**config.mk**
```make
export PLATFORM = sky130hd
export DESIGN_NAME = kflp_controller
export DESIGN_NICKNAME = d
export VERILOG_FILES = /design/src/rtl/keyframe_linear_player_unit_defines.svh /design/src/rtl/kflp_pkg.sv /design/src/rtl/kflp_controller.sv
export SDC_FILE = /design/constraint.sdc
export NUM_CORES = 1
export LEC_CHECK = 0
export BUFFER_PORTS_ARGS = -buffer_cell sky130_fd_sc_hd__buf_2
export CAP_MARGIN = 20
export CORE_AREA = 2 2 39 41
export CTS_BUF_LIST = sky130_fd_sc_hd__clkbuf_4 sky130_fd_sc_hd__clkbuf_8 sky130_fd_sc_hd__clkbuf_16
export CTS_CLUSTER_DIAMETER = 150
export CTS_CLUSTER_SIZE = 25
export DETAILED_ROUTE_END_ITERATION = 7
export DIE_AREA = 0 0 41 43
export PLACE_DENSITY_LB_ADDON = 0.2
export SYNTH_ARGS = -nofsm -noshare
export SYNTH_HDL_FRONTEND = slang
export SYNTH_SLANG_ARGS = --single-unit
```
**constraint.sdc**
```tcl
create_clock -name clk -period 1.4 [get_ports clk]
set_input_delay 0.07 -clock clk [delete_from_list [all_inputs] [get_ports clk]]
set_output_delay 0.07 -clock clk [all_outputs]
set_load 0.02 [all_outputs]
```
**src/rtl/keyframe_linear_player_unit_defines.svh**
```systemverilog
// Assertion macros for the keyframe linear player unit.
`ifndef KEYFRAME_LINEAR_PLAYER_UNIT_DEFINES_SVH
`define KEYFRAME_LINEAR_PLAYER_UNIT_DEFINES_SVH
`ifndef SYNTH
// Checked on every clock edge, reset included.
`define KFLP_ASSERT_ALWAYS(lbl, prop) \
    lbl: assert property (@(posedge clk) (prop)) else $error("kflp check failed");
// Checked only outside reset.
`define KFLP_ASSERT_RUN(lbl, prop) \
    lbl: assert property (@(posedge clk) disable iff (!rst_n) (prop)) \
        else $error("kflp check failed");
`else
`define KFLP_ASSERT_ALWAYS(lbl, prop)
`define KFLP_ASSERT_RUN(lbl, prop)
`endif
`endif

```
**src/rtl/kflp_pkg.sv**
```systemverilog
// ----------------------------------------------------------------------------
// kflp_pkg
// Shared types and constants of the keyframe linear player.
// ----------------------------------------------------------------------------
package kflp_pkg;

    localparam int MAX_KEYFRAMES = 128;
    localparam int COORD_WIDTH   = 32;
    localparam int NCOORD        = 4;
    localparam int ADDR_W        = $clog2(MAX_KEYFRAMES);
    localparam int FC_W          = $clog2(MAX_KEYFRAMES + 1);
    localparam int FIELD_W       = 32;
    localparam int SEG_OUT_W     = 7;
    localparam int STEPS_W       = 8;
    localparam int DIV_STEPS     = COORD_WIDTH + 1;
    localparam int DCNT_W        = $clog2(DIV_STEPS);

    localparam logic [STEPS_W-1:0] STEPS_RESET = 8'd10;

    typedef enum logic [1:0] {
        OP_TICK   = 2'd0,
        OP_SAVE   = 2'd1,
        OP_TOGGLE = 2'd2,
        OP_SET    = 2'd3
    } op_t;

    typedef struct packed {
        op_t                       operation;
        logic signed [FIELD_W-1:0] new_x;
        logic signed [FIELD_W-1:0] new_y;
        logic signed [FIELD_W-1:0] new_z;
        logic signed [FIELD_W-1:0] new_turn;
    } in_item_t;

    typedef struct packed {
        logic signed [FIELD_W-1:0] pose_x;
        logic signed [FIELD_W-1:0] pose_y;
        logic signed [FIELD_W-1:0] pose_z;
        logic signed [FIELD_W-1:0] pose_turn;
        logic                      playing;
        logic [SEG_OUT_W-1:0]      segment;
        logic                      finished;
        logic                      store_full;
    } out_item_t;

    typedef enum logic [2:0] {
        ST_IDLE,
        ST_RD_A,
        ST_RD_B,
        ST_DIFF,
        ST_DIV,
        ST_FIN,
        ST_RESP
    } ctrl_state_t;

    typedef struct packed {
        logic accept;
        logic move;
        logic save;
        logic set_pose;
        logic start;
        logic stop;
        logic finish;
        logic adv_seg;
        logic mark_full;
        logic rd_a;
        logic rd_b;
        logic cap_a;
        logic div_start;
        logic inc_load;
        logic out_load;
    } cmd_t;

    typedef struct packed {
        logic playing;
        logic cnt_done;
        logic last_seg;
        logic full;
        logic multi_frame;
        logic div_busy;
        logic out_busy;
    } status_t;

endpackage

```
**src/rtl/kflp_controller.sv**
```systemverilog
// ----------------------------------------------------------------------------
// kflp_controller
// Sequencer: decodes each request, runs the increment computation and
// hands the result to the output register.
// ----------------------------------------------------------------------------
module kflp_controller
    import kflp_pkg::*;
(
    input  logic        clk,
    input  logic        rst_n,
    input  logic        in_valid,
    input  op_t         operation,
    input  status_t     sts,
    output logic        in_stall,
    output cmd_t        cmd,
    output ctrl_state_t state
);

    ctrl_state_t state_reg, state_next;

    always_comb
    begin
        state_next = state_reg;
        case (state_reg)
            ST_IDLE:
            begin
                if (in_valid)
                begin
                    state_next = ST_RESP;
                    if (operation == OP_TICK && sts.playing && sts.cnt_done
                        && !sts.last_seg)
                    begin
                        state_next = ST_RD_A;
                    end
                    if (operation == OP_TOGGLE && !sts.playing && sts.multi_frame)
                    begin
                        state_next = ST_RD_A;
                    end
                end
            end
            ST_RD_A: state_next = ST_RD_B;
            ST_RD_B: state_next = ST_DIFF;
            ST_DIFF: state_next = ST_DIV;
            ST_DIV:
            begin
                if (!sts.div_busy)
                begin
                    state_next = ST_FIN;
                end
            end
            ST_FIN:  state_next = ST_RESP;
            ST_RESP:
            begin
                if (!sts.out_busy)
                begin
                    state_next = ST_IDLE;
                end
            end
            default: state_next = ST_IDLE;
        endcase
    end

    always_comb
    begin
        cmd      = '0;
        in_stall = (state_reg != ST_IDLE);
        case (state_reg)
            ST_IDLE:
            begin
                if (in_valid)
                begin
                    cmd.accept = 1'b1;
                    case (operation)
                        OP_TICK:
                        begin
                            if (sts.playing)
                            begin
                                if (!sts.cnt_done)
                                begin
                                    cmd.move = 1'b1;
                                end
                                else if (sts.last_seg)
                                begin
                                    cmd.finish = 1'b1;
                                end
                                else
                                begin
                                    cmd.adv_seg = 1'b1;
                                end
                            end
                        end
                        OP_SAVE:
                        begin
                            if (sts.full)
                            begin
                                cmd.mark_full = 1'b1;
                            end
                            else
                            begin
                                cmd.save = 1'b1;
                            end
                        end
                        OP_TOGGLE:
                        begin
                            if (!sts.playing && sts.multi_frame)
                            begin
                                cmd.start = 1'b1;
                            end
                            else
                            begin
                                cmd.stop = 1'b1;
                            end
                        end
                        OP_SET:  cmd.set_pose = 1'b1;
                        default: cmd.set_pose = 1'b0;
                    endcase
                end
            end
            ST_RD_A: cmd.rd_a = 1'b1;
            ST_RD_B:
            begin
                cmd.rd_b  = 1'b1;
                cmd.cap_a = 1'b1;
            end
            ST_DIFF: cmd.div_start = 1'b1;
            ST_DIV:  cmd.inc_load  = 1'b0;
            ST_FIN:  cmd.inc_load  = 1'b1;
            ST_RESP: cmd.out_load  = !sts.out_busy;
            default: cmd = '0;
        endcase
    end

    always_ff @(posedge clk or negedge rst_n)
    begin
        if (!rst_n)
        begin
            state_reg <= ST_IDLE;
        end
        else
        begin
            state_reg <= state_next;
        end
    end

    assign state = state_reg;

endmodule

```
==> out/results.ini, run 1 <==
[yosys]
synthArstFlopShare_pct = 100
synth_top_area_cell = dfrtp_1
yosysUniqueCellTypes = 23
synth.avg_cell_area_um2 = 8.02
synth_edf_count = 0
synth_top_area_share_pct = 21.3
ys.flop_type = dfrtp_1
syn_inst = 44
synth_area_um2 = 353
yosysSeqAreaShare_pct = 21.3
synth-seq-cells = 3
synth_area_leaders = dfrtp_1 21%, nand2b_1 8.9%, nor2_1 8.5%
syn-num-nets = 56
synth_warnings = 0

[global_routing]
grt-ovfl-total = 0
grt_util_all_layers_pct = 14.2
antenna_found_initial = 0
grt_pass1_wl_um = 1700
grt_max_degree = 10
grt_pass1_vias = 441

[place]
dp_hpwl_um = 855
dp_slack_ns = -0.00805
routabilityCongestion = 0.701
port_buffers = 30

[clocking]
cts_tree = yes
htreeDepth = 1
clock-sinks = 3
cts.path.max_buffers = 2
clk_latency_ns = 0.25
root_buffer = clkbuf_4
cts_buffers = 3
clk_pin_slew_ns = 0.04

[die]
placementRows = 14
start_util_pct = 25.5
die_area_um2 = 1760
die_w_um = 41
core_area_um2 = 1380
io_pins = 31
die_h_um = 43

[sta]
worst_pin_slew_ns = 0.356
grt_setup_unrepaired = yes
period_needed_ns = 1.61
setup_viol = 9
final_hold_viol_count = 0
slew_viol_final = 0
slew_headroom_pct = 76.1
setup_slack_ns = -0.208
fin_crit_sh_pct = 115
skew_ns = 0.00728
timing.fmax_mhz = 622

[power_and_ir_drop]
power_w = 0.00135
ir_worst_vdd_uv = 1150
power.leakage_nw = 0.371
p_per_area_nw_per_um2 = 1800

[worst_setup_path]
crit_arrival_ns = 1.54
critPathCaptureType = output pin
crit_type = flop to output pin
startpoint_type = flop
cp.required_ns = 1.33
rrSetupSlack_ns = 0.10
critPathMaxFanout = 3

[layout]
finalNetCount = 97
mostFrequentLayoutCell = buf_2
final_cell_mix = 18 x buf_2, 11 x buf_6, 8 x buf_4, 5 x nor2_1
drive_gt1_share_pct = 69.0
areaGrowthSynthToFinish_pct = 112
num-fill-cells = 136
antenna_cells = 0
largest_register_ffs = 3

[job]
cap_violations = 0

[detailed_routing]
ant_nets = 0
dr.pass1.iters = 2
drt_iter0_markers = 2
drc = 0
via_per_inst = 4.88
num_vias = 488
route.detailed.wl_per_inst_um = 11.4
wl_um = 1140

[status]
failed_checks = negative setup slack
status = finished with violations

[min_path]
min_path_type = input port to async pin

==> timing repair <==
action | 4_1_cts | 5_1_grt
setup endpoints to repair | 11 | 12
hold buffers | 1 | 0
endpoints found under the hold margin | 3 | 0
pin swaps | 9 | 2
resized for setup | 22 | 9
cloned | 0 | 0
setup buffers | 2 | 1
==> metal layers <==
| layer | GRT usage (%) | wire length [um] | vias to the layer above |
|---|---|---|---|
| li1 | - | - | 237 |
| met1 | 15.5 | 437 | 226 |
| met2 | 23.1 | 595 | 22 |
| met3 | 0.524 | 81 | 3 |
| met4 | 12.0 | 31 | 0 |
| met5 | 0 | 0 | - |
==> synthesized netlist by cell type, drive strengths merged (2+ instances only) <==
master	count
inv	3
buf	2
nor2	8
dfrtp	3
and3	2
nand2b	6
nand2	3
nor3	3
o21ai	2
==> cells by family (layout without fill, tap and decap cells) <==
group	count (synthesis)	after routing	share of synthesized area [%]
AND/OR/NAND/NOR	28	28	52.8
AO/OA/AOI/OAI	8	8	18.4
buffers and inverters	5	45	7.45
flip-flops	3	3	21.3
==> cell type report <==
type | count | area [um^2] | area share [%]
Sequential cell | 3 | 78.8 | 10.5
Tap cell | 16 | 20.0 | 2.67
Timing Repair Buffer | 38 | 284 | 37.9
Clock buffer | 4 | 30.0 | 4.01
Inverter | 3 | 11.3 | 1.50
Multi-Input combinational cell | 36 | 325 | 43.4
==> through the flow <==
stage / utilization [%] / TNS, ns / instance area, um^2 / hold WS [ns] / std cells
after CTS: 50.5 / -1.33 / 699 / 0.150 / 99
final: 54.2 / -1.27 / 749 / 0.141 / 100
after detailed placement: 41.5 / -0.00805 / 574 / -0.132 / 92
after global routing: 54.2 / -2.01 / 749 / 0.154 / 100
after floorplan: - / -1.50 / 393 / -0.226 / 44
after global placement: 41.5 / 0 / 574 / -0.134 / 92
==> final timing paths <==
path                            startpoint  endpoint  depth (start not counted)
worst max-delay path              state[0]   cmd[11]                          4
worst min-delay path                 rst_n  state[2]                          2
worst max register to register    state[2]  state[2]                          4
worst min register to register    state[2]  state[2]                          1
max in group asynchronous            rst_n  state[0]                          2
min in group clk                  in_valid  state[1]                          3
==> where the power goes <==
group	leakage, nW	total [W]	internal [W]	switching, W
sequential	0.0329	0.000205	0.000140	0.0000655
combinational	0.319	0.000960	0.000461	0.000499
clock	0.0184	0.000182	0.000127	0.0000551
total	0.371	0.00135	0.000727	0.000620
==> critical path, stage by stage (launching register included) <==
cell     delay (ns)
dfrtp_2        0.42
nor4b_4        0.41
buf_4          0.19
and3_4         0.18
buf_6          0.11
Power figures use the tool's default switching activity.
==> run 2, diff against run 1 <==
--- a/config.mk
+++ b/config.mk
@@ -5,6 +5,7 @@
 export SDC_FILE = /design/constraint.sdc
 export NUM_CORES = 1
 export LEC_CHECK = 0
+export ABC_AREA = 1
 export BUFFER_PORTS_ARGS = -buffer_cell sky130_fd_sc_hd__buf_2
 export CAP_MARGIN = 20
 export CORE_AREA = 2 2 39 41
==> out/results.ini, run 2 <==
[power_and_ir_drop]
p_per_area_nw_per_um2 = 2020
power_w = 0.00136
ir_worst_vdd_uv = 1040
power.leakage_nw = 0.395

[worst_setup_path]
cp_slowest_cell = dfrtp_2
cp.required_ns = 1.33
cp.buffers_inverters = 3
path_cells = nor2_4, nand2_4, inv_4, nand2_8, inv_4, nand2_2, nor2_2, buf_6
cp_top_family = simple AND/OR/NAND/NOR gates
crit_arrival_ns = 1.33
slowest_delay_ns = 0.41
crit_path_frequent_cell = inv_4
critPathCaptureType = output pin
rrSetupSlack_ns = 0.22
crit_type = flop to output pin
startpoint_type = flop
critPathMaxFanout = 7

[yosys]
synthArstFlopShare_pct = 100
synth_area_um2 = 387
synth_warnings = 0
syn_inst = 66
yosysSeqAreaShare_pct = 19.4
synth_top_area_share_pct = 19.4
synth_area_leaders = dfrtp_1 19%, nand2_1 17%, nor2_1 12%
synth_top_area_cell = dfrtp_1
yosysUniqueCellTypes = 17
syn-num-nets = 78
synth-seq-cells = 3
synth_edf_count = 0
synthTopCellsByCount = 18 x nand2_1, 12 x nor2_1, 7 x inv_1
ys.flop_type = dfrtp_1
synth.avg_cell_area_um2 = 5.86
synth.most_common_cell = nand2_1

[clocking]
cts.path.max_buffers = 2
cts_tree = yes
clock-sinks = 3
clk_pin_slew_ns = 0.04
root_buffer = clkbuf_4
htreeDepth = 1
clk_latency_ns = 0.23
cts_buffers = 3

[place]
routabilityCongestion = 0.679
port_buffers = 30
dp_slack_ns = 0.151
dp_hpwl_um = 830

[global_routing]
grt_util_all_layers_pct = 14.1
antenna_found_initial = 0
grt_pass1_wl_um = 1750
grt-ovfl-total = 0
grt_max_degree = 8
grt_pass1_vias = 487

[status]
status = finished, final reports clean

[die]
die_area_um2 = 1760
core_area_um2 = 1380
die_w_um = 41
die_h_um = 43
start_util_pct = 27.9
io_pins = 31
placementRows = 14

[detailed_routing]
drt_iter0_markers = 4
num_vias = 531
wl_um = 1130
dr.pass1.iters = 3
drc = 0
ant_nets = 0
via_per_inst = 4.39
route.detailed.wl_per_inst_um = 9.30

[layout]
drive_gt1_share_pct = 57.1
largest_register_ffs = 3
antenna_cells = 0
finish.utilization_pct = 48.6
finalNetCount = 118
final_cell_mix = 25 x buf_2, 17 x nand2_1, 12 x nor2_1, 9 x buf_4
mostFrequentLayoutCell = buf_2
num-fill-cells = 153
areaGrowthSynthToFinish_pct = 74.1

[sta]
slew_headroom_pct = 85.6
timing.fmax_mhz = 715
period_needed_ns = 1.40
final_hold_viol_count = 0
slew_viol_final = 0
setup-tns-final_ns = 0
skew_ns = 0.000797
setup_viol = 0
setup_slack_ns = 0.000922
worst_pin_slew_ns = 0.216
fin_crit_sh_pct = 99.9
grt_setup_unrepaired = yes

[min_path]
min_path_type = input port to flop

[job]
cap_violations = 0

-- run 2: where the power goes --
group          internal (W)  leakage, nW  switching (W)  total (W)
logic              0.000376        0.342       0.000638    0.00101
clock network      0.000126       0.0184      0.0000483   0.000175
registers          0.000137       0.0346      0.0000356   0.000173
total              0.000639        0.395       0.000722    0.00136
-- run 2: cell families (layout without fill, tap and decap cells) --
kind of cell	Yosys count	count (layout)	synth area share, %
flip-flops	3	3	19.4
buffers and inverters	14	53	14.6
AND/OR/NAND/NOR	48	48	63.8
AO/OA/AOI/OAI	1	1	2.27
-- run 2: path summary, 6_finish.rpt --
path | end | startpoint | cells after the start
min in group asynchronous | state[1] | rst_n | 2
hold reg to reg | state[0] | state[1] | 5
setup / recovery | cmd[6] | state[0] | 8
hold / removal | state[1] | sts[0] | 3
setup reg to reg | state[1] | state[0] | 7
max in group asynchronous | state[0] | rst_n | 2
-- run 2: through the flow --
step | area, um^2 | cells | hold WS (ns)
floorplan | 398 | 66 | -0.226
global placement | 568 | 112 | -0.134
detailed placement | 568 | 112 | -0.131
CTS | 648 | 121 | 0.148
global route | 673 | 121 | 0.183
finish | 673 | 121 | 0.150
-- run 2: final cells by class --
type	count	area [um^2]	area share, %
clock buffer	4	30.0	4.46
tap	16	20.0	2.97
sequential	3	77.6	11.5
inverter	13	53.8	7.99
timing repair buffer	36	214	31.8
multi-input combinational	49	278	41.3
-- run 2: layer usage --
layer | global-route usage [%] | part of all wire, %
met1 | 17.0 | 41
met3 | 3.14 | 9.0
met2 | 23.4 | 50
met4 | 4.00 | 0
met5 | 0 | 0
-- run 2: repair_timing --
action,in CTS,in global routing
hold endpoints to repair,3,0
hold buffers,1,0
pin swaps,1,2
setup buffers,4,0
resized for setup,5,8
endpoints found under the setup margin,8,7
-- run 2: worst min-delay path, stage by stage --
cell	delay, ns
buf_2	0.11
nand4_1	0.10
nand2_1	0.06
